$ cat src/rtl/bounded_linked_list_engine_defines.svh
// Assertion helpers shared by the engine's RTL.
`ifndef BOUNDED_LINKED_LIST_ENGINE_DEFINES_SVH
`define BOUNDED_LINKED_LIST_ENGINE_DEFINES_SVH

// Check that post holds in the same cycle as pre.
`define BLL_ASSERT_IMPL(label, clk, rst_n, pre, post, msg) \
  label: assert property (@(posedge clk) disable iff (!rst_n) (pre) |-> (post)) \
    else $error(msg);

// Check that post holds in the cycle after pre.
`define BLL_ASSERT_NEXT(label, clk, rst_n, pre, post, msg) \
  label: assert property (@(posedge clk) disable iff (!rst_n) (pre) |=> (post)) \
    else $error(msg);

`endif

$ cat src/rtl/bll_pkg.sv
`timescale 1ns / 1ps
`default_nettype none

package bll_pkg;

  localparam int unsigned CMD_W      = 3;
  localparam int unsigned VALUE_W    = 32;
  localparam int unsigned POS_W      = 8;
  localparam int unsigned STATUS_W   = 2;
  localparam int unsigned IN_TDATA_W = 48;

  typedef enum logic [CMD_W-1:0] {
    CMD_INS_FRONT = 3'd0,
    CMD_INS_BACK  = 3'd1,
    CMD_DEL_FRONT = 3'd2,
    CMD_DEL_BACK  = 3'd3,
    CMD_DEL_AT    = 3'd4,
    CMD_COUNT     = 3'd5,
    CMD_DISPLAY   = 3'd6
  } cmd_e;

  typedef enum logic [STATUS_W-1:0] {
    ST_OK     = 2'd0,
    ST_EMPTY  = 2'd1,
    ST_FULL   = 2'd2,
    ST_BADPOS = 2'd3
  } status_e;

endpackage

`default_nettype wire

$ cat src/rtl/bll_mem.sv
`timescale 1ns / 1ps
`default_nettype none

module bll_mem #(
  parameter int unsigned CAPACITY = 16,
  parameter int unsigned IDX_W    = $clog2(CAPACITY)
) (
  input  wire logic                           clk_i,
  input  wire logic                           rst_ni,
  input  wire logic                           rd_en_i,
  input  wire logic [IDX_W-1:0]               rd_addr_i,
  input  wire logic [IDX_W-1:0]               wr_addr_i,
  input  wire logic                           lk_we_i,
  input  wire logic [IDX_W-1:0]               lk_wdata_i,
  input  wire logic                           val_we_i,
  input  wire logic signed [bll_pkg::VALUE_W-1:0] val_wdata_i,
  output logic      [IDX_W-1:0]               rd_link_o,
  output logic signed [bll_pkg::VALUE_W-1:0]  rd_value_o
);
  import bll_pkg::*;

  logic [IDX_W-1:0]          link_mem_q [CAPACITY];
  logic signed [VALUE_W-1:0] value_mem_q [CAPACITY];
  logic [CAPACITY-1:0]       link_ok_q;
  logic [IDX_W-1:0]          link_rd_q;
  logic                      ok_rd_q;
  logic [IDX_W-1:0]          addr_rd_q;
  logic [IDX_W-1:0]          chain_link;

  // Link store and value store, one write and one registered read each
  always_ff @(posedge clk_i) begin
    if (lk_we_i) begin
      link_mem_q[wr_addr_i] <= lk_wdata_i;
    end
    if (val_we_i) begin
      value_mem_q[wr_addr_i] <= val_wdata_i;
    end
    if (rd_en_i) begin
      link_rd_q  <= link_mem_q[rd_addr_i];
      rd_value_o <= value_mem_q[rd_addr_i];
      ok_rd_q    <= link_ok_q[rd_addr_i];
      addr_rd_q  <= rd_addr_i;
    end
  end

  // Mark links once written; unwritten links read as the initial free chain
  always_ff @(posedge clk_i or negedge rst_ni) begin
    if (!rst_ni) begin
      link_ok_q <= '0;
    end else if (lk_we_i) begin
      link_ok_q[wr_addr_i] <= 1'b1;
    end
  end

  assign chain_link = (addr_rd_q == IDX_W'(CAPACITY - 1)) ? '0 : addr_rd_q + IDX_W'(1);
  assign rd_link_o  = ok_rd_q ? link_rd_q : chain_link;

endmodule

`default_nettype wire

$ cat src/rtl/bll_obuf.sv
`timescale 1ns / 1ps
`default_nettype none

module bll_obuf #(
  parameter int unsigned W = 39
) (
  input  wire logic         clk_i,
  input  wire logic         rst_ni,
  input  wire logic         push_valid_i,
  output logic              push_ready_o,
  input  wire logic [W-1:0] push_data_i,
  input  wire logic         push_last_i,
  output logic              out_valid_o,
  input  wire logic         out_ready_i,
  output logic [W-1:0]      out_data_o,
  output logic              out_last_o
);

  logic full_q;
  logic full_d;

  assign push_ready_o = !full_q || out_ready_i;
  assign out_valid_o  = full_q;

  // Track whether a word waits at the output
  always_comb begin
    full_d = full_q;
    if (push_valid_i && push_ready_o) begin
      full_d = 1'b1;
    end else if (out_ready_i) begin
      full_d = 1'b0;
    end
  end

  always_ff @(posedge clk_i or negedge rst_ni) begin
    if (!rst_ni) begin
      full_q <= 1'b0;
    end else begin
      full_q <= full_d;
    end
  end

  // Load the word on every push
  always_ff @(posedge clk_i) begin
    if (push_valid_i && push_ready_o) begin
      out_data_o <= push_data_i;
      out_last_o <= push_last_i;
    end
  end

endmodule

`default_nettype wire

$ cat src/rtl/bll_seq.sv
`timescale 1ns / 1ps
`default_nettype none

module bll_seq #(
  parameter int unsigned CAPACITY = 16,
  parameter int unsigned IDX_W    = $clog2(CAPACITY),
  parameter int unsigned LEN_W    = $clog2(CAPACITY + 1)
) (
  input  wire logic                               clk_i,
  input  wire logic                               rst_ni,
  // command side
  input  wire logic                               in_valid_i,
  output logic                                    in_ready_o,
  input  wire logic [bll_pkg::CMD_W-1:0]          in_cmd_i,
  input  wire logic signed [bll_pkg::VALUE_W-1:0] in_value_i,
  input  wire logic [bll_pkg::POS_W-1:0]          in_pos_i,
  // result side
  output logic                                    res_valid_o,
  input  wire logic                               res_ready_i,
  output bll_pkg::status_e                        res_status_o,
  output logic signed [bll_pkg::VALUE_W-1:0]      res_data_o,
  output logic                                    res_last_o,
  output logic [LEN_W-1:0]                        res_len_o,
  // store port
  output logic                                    mem_rd_en_o,
  output logic [IDX_W-1:0]                        mem_rd_addr_o,
  output logic [IDX_W-1:0]                        mem_wr_addr_o,
  output logic                                    mem_lk_we_o,
  output logic [IDX_W-1:0]                        mem_lk_wdata_o,
  output logic                                    mem_val_we_o,
  output logic signed [bll_pkg::VALUE_W-1:0]      mem_val_wdata_o,
  input  wire logic [IDX_W-1:0]                   mem_rd_link_i,
  input  wire logic signed [bll_pkg::VALUE_W-1:0] mem_rd_value_i
);
  import bll_pkg::*;

  localparam logic [3:0] S_IDLE     = 4'd0;
  localparam logic [3:0] S_DISPATCH = 4'd1;
  localparam logic [3:0] S_ALLOC    = 4'd2;
  localparam logic [3:0] S_UNHEAD   = 4'd3;
  localparam logic [3:0] S_WALK     = 4'd4;
  localparam logic [3:0] S_SPLICE   = 4'd5;
  localparam logic [3:0] S_GIVE     = 4'd6;
  localparam logic [3:0] S_DISP     = 4'd7;
  localparam logic [3:0] S_RESP     = 4'd8;

  logic [3:0]                state_q, state_d;
  logic [IDX_W-1:0]          head_q, head_d;
  logic [IDX_W-1:0]          free_q, free_d;
  logic [LEN_W-1:0]          count_q, count_d;
  status_e                   status_q, status_d;
  logic [CMD_W-1:0]          cmd_q, cmd_d;
  logic signed [VALUE_W-1:0] value_q, value_d;
  logic [POS_W-1:0]          pos_q, pos_d;
  logic [IDX_W-1:0]          ptr_q, ptr_d;
  logic [IDX_W-1:0]          aux_q, aux_d;
  logic [IDX_W-1:0]          steps_q, steps_d;
  logic [LEN_W-1:0]          rem_q, rem_d;
  logic [LEN_W-1:0]          place;
  logic                      is_full;
  logic                      is_empty;
  logic                      bad_pos;

  assign is_full   = (count_q == LEN_W'(CAPACITY));
  assign is_empty  = (count_q == '0);
  assign bad_pos   = (pos_q == '0) || (pos_q > POS_W'(count_q));
  assign res_len_o = count_q;

  // Pick the 0-based place a delete removes
  always_comb begin
    case (cmd_e'(cmd_q))
      CMD_DEL_BACK: place = count_q - LEN_W'(1);
      CMD_DEL_AT:   place = pos_q[LEN_W-1:0] - LEN_W'(1);
      default:      place = '0;
    endcase
  end

  // Sequence each command through reads and write-backs of the store
  always_comb begin
    state_d         = state_q;
    head_d          = head_q;
    free_d          = free_q;
    count_d         = count_q;
    status_d        = status_q;
    cmd_d           = cmd_q;
    value_d         = value_q;
    pos_d           = pos_q;
    ptr_d           = ptr_q;
    aux_d           = aux_q;
    steps_d         = steps_q;
    rem_d           = rem_q;
    in_ready_o      = 1'b0;
    res_valid_o     = 1'b0;
    res_status_o    = status_q;
    res_data_o      = '0;
    res_last_o      = 1'b1;
    mem_rd_en_o     = 1'b0;
    mem_rd_addr_o   = head_q;
    mem_wr_addr_o   = aux_q;
    mem_lk_we_o     = 1'b0;
    mem_lk_wdata_o  = free_q;
    mem_val_we_o    = 1'b0;
    mem_val_wdata_o = value_q;

    unique case (state_q)
      S_IDLE: begin
        in_ready_o = 1'b1;
        if (in_valid_i) begin
          cmd_d   = in_cmd_i;
          value_d = in_value_i;
          pos_d   = in_pos_i;
          state_d = S_DISPATCH;
        end
      end

      S_DISPATCH: begin
        status_d = ST_OK;
        unique case (cmd_e'(cmd_q)) inside
          CMD_INS_FRONT, CMD_INS_BACK: begin
            if (is_full) begin
              status_d = ST_FULL;
              state_d  = S_RESP;
            end else begin
              mem_rd_en_o   = 1'b1;
              mem_rd_addr_o = free_q;
              aux_d         = free_q;
              state_d       = S_ALLOC;
            end
          end
          CMD_DEL_FRONT, CMD_DEL_BACK, CMD_DEL_AT: begin
            if (is_empty) begin
              status_d = ST_EMPTY;
              state_d  = S_RESP;
            end else if ((cmd_e'(cmd_q) == CMD_DEL_AT) && bad_pos) begin
              status_d = ST_BADPOS;
              state_d  = S_RESP;
            end else begin
              mem_rd_en_o   = 1'b1;
              mem_rd_addr_o = head_q;
              if (place == '0) begin
                state_d = S_UNHEAD;
              end else begin
                ptr_d   = head_q;
                steps_d = IDX_W'(place - LEN_W'(1));
                state_d = S_WALK;
              end
            end
          end
          CMD_COUNT: begin
            state_d = S_RESP;
          end
          CMD_DISPLAY: begin
            if (is_empty) begin
              status_d = ST_EMPTY;
              state_d  = S_RESP;
            end else begin
              mem_rd_en_o   = 1'b1;
              mem_rd_addr_o = head_q;
              rem_d         = count_q;
              state_d       = S_DISP;
            end
          end
          default: begin
            // unused code: drop the word without a result
            state_d = S_IDLE;
          end
        endcase
      end

      S_ALLOC: begin
        // link read of the taken entry is the next free entry
        free_d        = mem_rd_link_i;
        mem_val_we_o  = 1'b1;
        mem_lk_we_o   = 1'b1;
        if (cmd_e'(cmd_q) == CMD_INS_FRONT) begin
          mem_lk_wdata_o = head_q;
          head_d         = aux_q;
          count_d        = count_q + LEN_W'(1);
          state_d        = S_RESP;
        end else begin
          mem_lk_wdata_o = '0;
          if (is_empty) begin
            head_d  = aux_q;
            count_d = count_q + LEN_W'(1);
            state_d = S_RESP;
          end else begin
            mem_rd_en_o   = 1'b1;
            mem_rd_addr_o = head_q;
            ptr_d         = head_q;
            steps_d       = IDX_W'(count_q - LEN_W'(1));
            state_d       = S_WALK;
          end
        end
      end

      S_UNHEAD: begin
        head_d         = mem_rd_link_i;
        mem_lk_we_o    = 1'b1;
        mem_wr_addr_o  = head_q;
        mem_lk_wdata_o = free_q;
        free_d         = head_q;
        count_d        = count_q - LEN_W'(1);
        state_d        = S_RESP;
      end

      S_WALK: begin
        if (steps_q != '0) begin
          // advance one link
          ptr_d         = mem_rd_link_i;
          mem_rd_en_o   = 1'b1;
          mem_rd_addr_o = mem_rd_link_i;
          steps_d       = steps_q - IDX_W'(1);
        end else if (cmd_e'(cmd_q) == CMD_INS_BACK) begin
          // ptr is the tail: hang the new entry behind it
          mem_lk_we_o    = 1'b1;
          mem_wr_addr_o  = ptr_q;
          mem_lk_wdata_o = aux_q;
          count_d        = count_q + LEN_W'(1);
          state_d        = S_RESP;
        end else begin
          // ptr precedes the victim: fetch the victim's link
          aux_d         = mem_rd_link_i;
          mem_rd_en_o   = 1'b1;
          mem_rd_addr_o = mem_rd_link_i;
          state_d       = S_SPLICE;
        end
      end

      S_SPLICE: begin
        mem_lk_we_o    = 1'b1;
        mem_wr_addr_o  = ptr_q;
        mem_lk_wdata_o = mem_rd_link_i;
        state_d        = S_GIVE;
      end

      S_GIVE: begin
        mem_lk_we_o    = 1'b1;
        mem_wr_addr_o  = aux_q;
        mem_lk_wdata_o = free_q;
        free_d         = aux_q;
        count_d        = count_q - LEN_W'(1);
        state_d        = S_RESP;
      end

      S_DISP: begin
        res_valid_o  = 1'b1;
        res_status_o = ST_OK;
        res_data_o   = mem_rd_value_i;
        res_last_o   = (rem_q == LEN_W'(1));
        if (res_ready_i) begin
          rem_d = rem_q - LEN_W'(1);
          if (rem_q == LEN_W'(1)) begin
            state_d = S_IDLE;
          end else begin
            mem_rd_en_o   = 1'b1;
            mem_rd_addr_o = mem_rd_link_i;
          end
        end
      end

      S_RESP: begin
        res_valid_o = 1'b1;
        if (res_ready_i) begin
          state_d = S_IDLE;
        end
      end

      default: begin
        state_d = S_IDLE;
      end
    endcase
  end

  // Control state
  always_ff @(posedge clk_i or negedge rst_ni) begin
    if (!rst_ni) begin
      state_q  <= S_IDLE;
      head_q   <= '0;
      free_q   <= '0;
      count_q  <= '0;
      status_q <= ST_OK;
    end else begin
      state_q  <= state_d;
      head_q   <= head_d;
      free_q   <= free_d;
      count_q  <= count_d;
      status_q <= status_d;
    end
  end

  // Working registers of the current command
  always_ff @(posedge clk_i) begin
    cmd_q   <= cmd_d;
    value_q <= value_d;
    pos_q   <= pos_d;
    ptr_q   <= ptr_d;
    aux_q   <= aux_d;
    steps_q <= steps_d;
    rem_q   <= rem_d;
  end

endmodule

`default_nettype wire

$ cat src/rtl/bounded_linked_list_engine.sv
`timescale 1ns / 1ps
`default_nettype none
// Channel   Dir  Word contents (low bits first)                      Marker
// s_axis    in   cmd[2:0] value[34:3] position[42:35], zero pad      -
// m_axis    out  status[1:0] data_out[33:2] length[38:34], zero pad  tlast
//
// Store: one link and one value memory with a registered read, one link per cycle.
// Count and status-only results go straight to the response; insert front and delete front touch only the head.
// Insert back onto n entries walks to the tail; delete at p > 1 (p = n for delete back) walks to entry p - 1.
// Display reads the values in list order. Reset empties the list at once (no sweep).
// A stalled m_axis holds the sequencer; s_axis is ready only between commands.

`include "bounded_linked_list_engine_defines.svh"

module bounded_linked_list_engine #(
  parameter int unsigned CAPACITY = 16,
  localparam int unsigned IDX_W   = $clog2(CAPACITY),
  localparam int unsigned LEN_W   = $clog2(CAPACITY + 1),
  localparam int unsigned RES_W   = bll_pkg::STATUS_W + bll_pkg::VALUE_W + LEN_W,
  localparam int unsigned OUT_TDATA_W = ((RES_W + 7) / 8) * 8
) (
  input  wire logic                            clk_i,
  input  wire logic                            rst_ni,
  input  wire logic                            s_axis_tvalid,
  output logic                                 s_axis_tready,
  // cmd, value, position
  input  wire logic [bll_pkg::IN_TDATA_W-1:0]  s_axis_tdata,
  output logic                                 m_axis_tvalid,
  input  wire logic                            m_axis_tready,
  // status, data_out, length
  output logic [OUT_TDATA_W-1:0]               m_axis_tdata,
  output logic                                 m_axis_tlast
);
  import bll_pkg::*;

  localparam int unsigned VAL_LO = CMD_W;
  localparam int unsigned POS_LO = CMD_W + VALUE_W;

  logic                      res_valid;
  logic                      res_ready;
  status_e                   res_status;
  logic signed [VALUE_W-1:0] res_data;
  logic                      res_last;
  logic [LEN_W-1:0]          seq_len;
  logic [RES_W-1:0]          res_word;
  logic [RES_W-1:0]          out_word;
  logic                      mem_rd_en;
  logic [IDX_W-1:0]          mem_rd_addr;
  logic [IDX_W-1:0]          mem_wr_addr;
  logic                      mem_lk_we;
  logic [IDX_W-1:0]          mem_lk_wdata;
  logic                      mem_val_we;
  logic signed [VALUE_W-1:0] mem_val_wdata;
  logic [IDX_W-1:0]          mem_rd_link;
  logic signed [VALUE_W-1:0] mem_rd_value;
  logic                      idle_wait;
  logic                      run_word;

  // Command sequencer
  bll_seq #(
    .CAPACITY (CAPACITY),
    .IDX_W    (IDX_W),
    .LEN_W    (LEN_W)
  ) u_seq (
    .clk_i           (clk_i),
    .rst_ni          (rst_ni),
    .in_valid_i      (s_axis_tvalid),
    .in_ready_o      (s_axis_tready),
    .in_cmd_i        (s_axis_tdata[CMD_W-1:0]),
    .in_value_i      (s_axis_tdata[VAL_LO +: VALUE_W]),
    .in_pos_i        (s_axis_tdata[POS_LO +: POS_W]),
    .res_valid_o     (res_valid),
    .res_ready_i     (res_ready),
    .res_status_o    (res_status),
    .res_data_o      (res_data),
    .res_last_o      (res_last),
    .res_len_o       (seq_len),
    .mem_rd_en_o     (mem_rd_en),
    .mem_rd_addr_o   (mem_rd_addr),
    .mem_wr_addr_o   (mem_wr_addr),
    .mem_lk_we_o     (mem_lk_we),
    .mem_lk_wdata_o  (mem_lk_wdata),
    .mem_val_we_o    (mem_val_we),
    .mem_val_wdata_o (mem_val_wdata),
    .mem_rd_link_i   (mem_rd_link),
    .mem_rd_value_i  (mem_rd_value)
  );

  // Entry store
  bll_mem #(
    .CAPACITY (CAPACITY),
    .IDX_W    (IDX_W)
  ) u_mem (
    .clk_i       (clk_i),
    .rst_ni      (rst_ni),
    .rd_en_i     (mem_rd_en),
    .rd_addr_i   (mem_rd_addr),
    .wr_addr_i   (mem_wr_addr),
    .lk_we_i     (mem_lk_we),
    .lk_wdata_i  (mem_lk_wdata),
    .val_we_i    (mem_val_we),
    .val_wdata_i (mem_val_wdata),
    .rd_link_o   (mem_rd_link),
    .rd_value_o  (mem_rd_value)
  );

  // Pack result fields and register them toward m_axis
  assign res_word = {seq_len, res_data, res_status};

  bll_obuf #(
    .W (RES_W)
  ) u_obuf (
    .clk_i        (clk_i),
    .rst_ni       (rst_ni),
    .push_valid_i (res_valid),
    .push_ready_o (res_ready),
    .push_data_i  (res_word),
    .push_last_i  (res_last),
    .out_valid_o  (m_axis_tvalid),
    .out_ready_i  (m_axis_tready),
    .out_data_o   (out_word),
    .out_last_o   (m_axis_tlast)
  );

  assign m_axis_tdata = OUT_TDATA_W'(out_word);

  // Checks
  assign idle_wait = s_axis_tready && !s_axis_tvalid;
  assign run_word  = res_valid && !res_last;

  `BLL_ASSERT_IMPL(a_len_bound, clk_i, rst_ni, 1'b1, seq_len <= LEN_W'(CAPACITY), "bad length")
  `BLL_ASSERT_IMPL(a_idle_no_result, clk_i, rst_ni, s_axis_tready, !res_valid, "result while idle")
  `BLL_ASSERT_NEXT(a_idle_len_stable, clk_i, rst_ni, idle_wait, $stable(seq_len), "length moved")
  `BLL_ASSERT_IMPL(a_run_ok, clk_i, rst_ni, run_word, res_status == ST_OK, "bad status in run")

endmodule

`default_nettype wire
$ cat config.mk
export PLATFORM = sky130hd
export DESIGN_NAME = bounded_linked_list_engine
export DESIGN_NICKNAME = d
export VERILOG_FILES = /design/src/rtl/bll_pkg.sv /design/src/rtl/bll_mem.sv /design/src/rtl/bll_obuf.sv /design/src/rtl/bll_seq.sv /design/src/rtl/bounded_linked_list_engine.sv
export VERILOG_INCLUDE_DIRS = /design/src /design/src/rtl
export SDC_FILE = /design/constraint.sdc
export NUM_CORES = 1
export LEC_CHECK = 0
export BUFFER_PORTS_ARGS = -buffer_cell sky130_fd_sc_hd__buf_2
export CAP_MARGIN = 20
export CORE_MARGIN = 5
export CORE_UTILIZATION = 40
export CTS_CLUSTER_DIAMETER = 60
export DETAILED_ROUTE_END_ITERATION = 8
export MAX_ROUTING_LAYER = met4
export PLACE_DENSITY = 0.52
export SETUP_SLACK_MARGIN = 0.5
export SYNTH_ARGS = -nofsm -noshare
export SYNTH_HDL_FRONTEND = slang
export SYNTH_SLANG_ARGS = --single-unit
$ cat constraint.sdc
create_clock -name clk_i -period 5.6 [get_ports clk_i]
set_clock_uncertainty 0.1 [all_clocks]
set_input_delay 0.28 -clock clk_i [delete_from_list [all_inputs] [get_ports clk_i]]
set_output_delay 0.28 -clock clk_i [all_outputs]
set_load 0.02 [all_outputs]
Yosys cells after proc, flatten, opt, wreduce, memory -nomap -nowiden
Memory sizes are Yosys's and may differ from the RTL's. A register that Yosys moved wholly into a read port is not among the register bits.
Cells that the tools add are included.
Storage, ports and cells
  output and inout port bits: 43
  bits in registers: 141
  memories kept: 2
  RAM bits: 576
  bits of input ports: 52
Cells by class
  bitwise operators: 1
  $add $sub $neg: 7
  equality and inequality tests: 35
  reduce and logical (&&, ||, !) cells: 31
  muxes and demuxes: 98
  $lt $le $gt $ge: 4
Memory list
  u_mem.value_mem_q: depth 16, bits a word 32, rd ports 1, clocked after Yosys merged registers in 1, write ports 1, line bll_mem.sv:23  | logic signed [VALUE_W-1:0] value_mem_q [CAPACITY];
  u_mem.link_mem_q: depth 16, bits a word 4, rd ports 1, clocked after Yosys merged registers in 1, write ports 1, line bll_mem.sv:22  | logic [IDX_W-1:0] link_mem_q [CAPACITY];
Operators by type and width (number)
  $mux W4: 45
  $pmux W4 S3: 6
  $mux W5: 7
  $pmux W4 S8: 1
  $mux W1: 23
  $ne A2 B2 Y1 const B: 11
  $pmux W5 S2: 2
  $eq A4 B3 Y1 const B: 4
  $or A16 B16 Y16: 1
  $pmux W4 S2: 2
  $pmux W4 S4: 1
  $pmux W5 S3: 1
  $sub A5 B1 Y5 const B: 3
  $ne A2 B1 Y1 const B: 6
  $logic_not A5 Y1: 2
  $lt A4 B5 Y1 const B: 2
  $reduce_and A5 Y1: 2
  $eq A3 B3 Y1 const B: 3
  $reduce_bool A3 Y1: 3
  $eq A4 B2 Y1 const B: 2
  $eq A4 B4 Y1 const B: 2
  $gt A8 B5 Y1: 1
  $logic_not A8 Y1: 1
  $reduce_and A4 Y1: 2
  30 further kinds: 43

Longest topological paths before layout
  depth after elaboration: 9
  gate-level depth with buffers: 12
  gate-level depth less buffers: 10

By module
Synthesis repeated with hierarchy kept, for this count alone.
Unflattened totals
  cell total of the unflattened synthesis: 1477
  area, all modules: 29301.9 µm²
By module, submodules not included
  bll_mem: times used 1, area each 23662.7 µm², cells an instance 1021, seq. area each 18928.2 µm²
  bll_seq: times used 1, area each 4372.9 µm², cells an instance 410, seq. area each 2277.2 µm²
  bll_obuf: times used 1, area each 1255.0 µm², cells an instance 44, seq. area each 1226.2 µm²
  bounded_linked_list_engine: times used 1, area each 11.3 µm², cells an instance 2, seq. area each 0.0 µm²

Worst setup path before layout
Ideal clock, no wire load.
  path kind: register -> register
  from: reg u_seq.state_q[0]
  to: mem u_mem.value_mem_q[12][0], enable pin
  buffers on the path: 2
  path slack: 1497 ps
  clock period less this slack: 4103 ps
  arrival: 3582 ps
  setup time: 421 ps
  stages on the path, launching flop included: 9
  cell sequence: dfrtp_1 -> or4b_1 -> clkbuf_1 -> a21o_1 -> o21ai_0 -> a222oi_1 -> or2_2 -> clkbuf_1 -> nor2_1
On the way
  cells in the longest elaborated chain, start to end: 4
RTL lines
  from (decl): line bll_seq.sv:47  | logic [3:0] state_q, state_d;
  from (signal assigned): line bll_seq.sv:283  | state_q <= state_d;
  $eq A4 B2 Y1: line bll_seq.sv:105  | unique case (state_q)
  $mux W1: line bll_seq.sv:105
  $mux W1: line bll_mem.sv:35  | if (val_we_i) begin
  $mux W1 (implied by the code): line bll_mem.sv:36  | value_mem_q[wr_addr_i] <= val_wdata_i;
  to (decl): line bll_mem.sv:23
Parallel ways exist; a longest one is shown, timed or not.

Worst setup path after layout
  from: reg u_seq.state_q[0]
  to: reg u_mem.rd_value_o[15] (netlist bit) (read register of u_mem.value_mem_q), data pin
On the way
  cells in the longest elaborated chain, start to end: 2
RTL lines
  $eq A4 B3 Y1 (tied with other cells): line bll_seq.sv:105
  $pmux W1 S4 or $pmux W4 S3 (tied branches): line bll_seq.sv:105
  to (decl): line bll_mem.sv:18  | output logic signed [bll_pkg::VALUE_W-1:0] rd_value_o
Parallel ways exist; a longest one is shown, timed or not.
A chain may end at the register's enable or synchronous reset.

==> out/metrics.cfg <==
[pwr]
swShare_pct=33.4
p_seq_share_pct=40.8
p_int_mw=13.0
p_comb_share_pct=31.6
switchingPower_mw=6.54
p_total_mw=19.6
ir_drop_uv=322
cellPowerDensity_mw_per_mm2=561
p_clk_share_pct=27.7
leakagePower_nw=12.9

[routing]
ant_nets=0
drc=0
routed_wl_mm=69.9
drt_first_iter_violations=1205
vias=15687
post_drt_via_cell_ratio=5.32
detail_route.wl_per_cell_um=23.7
drt_first_pass_iters=8

[yosys]
synthSimpleGateAreaFrac_pct=4.91
synth.top_cell.area_share_pct=72.6
synth_cells=1726
syn_avg_cell_area_um2=17.2
ys_ff_latch=753
synth_edf_count=717
ys_types=68
yosysSeqAreaShare_pct=75.7
syn_nets=1790
synthAdderAreaFrac_pct=0.507
synth_area_mm2=0.0296
yosysWarnings=0
ys.flop_type=edfxtp_1
synth.area.top_cells=edfxtp_1, mux2i_1, o22ai_1, dfrtp_1, or4_1
synth_compound_area_share_pct=6.04
async_reset_ff_share_pct=4.78
synth_mux_area_share_pct=10.4
synth-xor-area-share_pct=0.561
synth_top_family_by_area=multiplexers
yosys.area.top_type=edfxtp_1

[clock_network]
cts_max_level=3
post-cts-setup-buffers=0
cts_resized=0
clkLatencyLatePin_ns=0.62
cts_root_buffer=clkbuf_16
cts_tree=built
numCtsBuffers=84
ctsHoldBuffers=46
cts.sinks=753
cts.reportedPaths.clkPinSlew_ns=0.06
clockBufferDepth=3

[critical_path]
end_kind=flop
critical_path.slowest_cell=dfrtp_1
cp_num_buf_inv=3
start_kind=flop
cp_top_family=simple AND/OR/NAND/NOR gates
crit_top_cell=buf_4
rrSetupSlack_ns=1.08
path_cells=and4b_2, buf_4, nand2_1, o21ai_2, a222oi_1, buf_4, buf_4, mux2i_1, o22ai_1, or4_1
required_ns=5.85
crit_fanout=39
r2r-start=u_seq.state_q[0]$_DFFE_PN0P_
path_class=reg -> reg
reg2regPathDepth=10
r2r-end=u_mem.rd_value_o[15]$_DFFE_PP_
arrival_ns=4.77
slowest_delay_ns=0.68

[final_layout]
antenna_cells=0
fin_util_pct=47.6
nFillCells=6117
fin_nets=1982
drive_above_1_share_pct=16.4
stdcell_area_mm2=0.0349
finalNonFillerCells=2946
syn2layout_area_growth_pct=17.6

[placed_design]
io_buffers=88
gp_congestion=0.849
place_hpwl_mm=39.5
dp.cells=2745
place_ws_ns=1.08
place_area_mm2=0.0317

[worst_hold_path]
hp-class=in -> async

[sta]
fin_crit_ns=4.52
period_share_pct=80.7
worst-slew-pin-transition_ns=0.939
fmax_ghz=0.221
hold_violations=0
max_slew_margin_pct=37.4
setup_viol=0
rsz0062_at_grt=false
worst_slack_ns=1.08
slew_violations=0
final.setup.tns_ns=0
hold_ws_ns=0.248

[floorplanning]
io_pins=95
die_area_mm2=0.0796
fp-row-count=99
die_x_um=282
die_h_um=282
core_area_mm2=0.0732
start_util_pct=40.5

[global_route]
grt_pass1_vias=15865
grt_usage_pct=17.9
grt_pass1_wl_mm=102
grt_max_degree=81
grt_overflow=0
antenna_found_initial=1

[flow_run]
drv_cap=0

[status]
status=finished clean

[how the worst max path moves through the flow]
stage                                  from                            endpoint  slack (ns)  depth (start not counted)
4_1_cts        u_seq.state_q[0]$_DFFE_PN0P_      u_mem.rd_value_o[15]$_DFFE_PP_        1.05                         10
6_report       u_seq.state_q[0]$_DFFE_PN0P_      u_mem.rd_value_o[15]$_DFFE_PP_        1.08                         10
3_3_place_gp   u_seq.state_q[0]$_DFFE_PN0P_      u_mem.rd_value_o[15]$_DFFE_PP_        1.13                         10
2_1_floorplan  u_seq.state_q[0]$_DFFE_PN0P_  u_mem.value_mem_q[12][0]$_DFFE_PP_        1.50                          8
3_5_place_dp   u_seq.state_q[0]$_DFFE_PN0P_      u_mem.rd_value_o[15]$_DFFE_PP_        1.08                         10
5_1_grt        u_seq.state_q[0]$_DFFE_PN0P_      u_mem.rd_value_o[23]$_DFFE_PP_        0.86                         10
[final cells by class]
class,instances,area [µm²],area share [%]
repair buffers,195,1610,4.62
flip-flops and latches,753,22400,64.3
clock inverters,53,519,1.49
inverters,19,71.3,0.205
clock buffers,102,2200,6.31
well taps,959,1200,3.44
multi-input cells,865,6830,19.6
[synth_stat cells (8+ instances only)]
| cell | n |
|---|---|
| o21bai_1 | 12 |
| or4_1 | 39 |
| nor2_1 | 52 |
| nand2b_1 | 9 |
| dfrtp_1 | 36 |
| mux2i_1 | 307 |
| nand3_1 | 26 |
| nand2_1 | 40 |
| buf_6 | 12 |
| inv_1 | 16 |
| o22ai_1 | 153 |
| nor3_1 | 12 |
| buf_2 | 16 |
| ha_1 | 12 |
| a21oi_1 | 22 |
| clkbuf_1 | 50 |
| buf_4 | 8 |
| edfxtp_1 | 717 |
| o21ai_0 | 28 |
| xnor2_1 | 15 |
| and2_1 | 40 |
[cells by family after synthesis]
| logic type | count (synthesis) |
|---|---|
| compound gates | 265 |
| xor+xnor | 19 |
| fa+ha+maj | 12 |
| buf+inv | 108 |
| flops | 753 |
| mux | 309 |
| other cells | 1 |
| simple gates | 259 |
[metal layers]
layer	up-vias	routed length (µm)	GRT usage (%)
met5	-	0	-
met4	0	1270	4.62
met3	95	3010	2.69
met2	343	33900	28.7
met1	7959	31700	24.3
li1	7290	-	-
[placed cells by master, fill, tap and decap left out, types with 35 or more instances in the layout]
master           n
or4_1           39
edfxtp_1       717
nor2_1          35
nand2_1         40
and2_1          39
buf_2           88
dfrtp_1         36
mux2i_1        307
buf_4           41
dlygate4sd3_1   46
o22ai_1        153
clkbuf_16       85
[registers in the layout, indices dropped and copies added, names as in the netlist]
register	flops
u_mem.addr_rd_q	4
u_mem.link_mem_q	64
u_mem.link_ok_q	16
u_mem.link_rd_q	4
u_mem.ok_rd_q	1
u_mem.rd_value_o	32
u_mem.value_mem_q	512
u_obuf.out_data_o	39
u_obuf.out_last_o	1
u_obuf.out_valid_o	1
u_seq.aux_q	4
u_seq.cmd_q	3
u_seq.free_q	4
u_seq.head_q	4
u_seq.mem_val_wdata_o	32
u_seq.pos_q	8
u_seq.ptr_q	4
u_seq.rem_q	5
u_seq.res_len_o	5
u_seq.state_q	4
u_seq.status_q	2
u_seq.steps_q	4
[power groups by stage]
stage | registers [mW] | clock network, mW | logic [mW]
6_report | 7.98 | 5.41 | 6.18
2_1_floorplan | 7.89 | 0 | 4.32
5_1_grt | 8.07 | 5.76 | 6.71
4_1_cts | 7.98 | 5.56 | 6.28
3_3_place_gp | 8.07 | 0 | 6.21
3_5_place_dp | 8.10 | 0 | 6.24
Power figures use the tool's default switching activity.
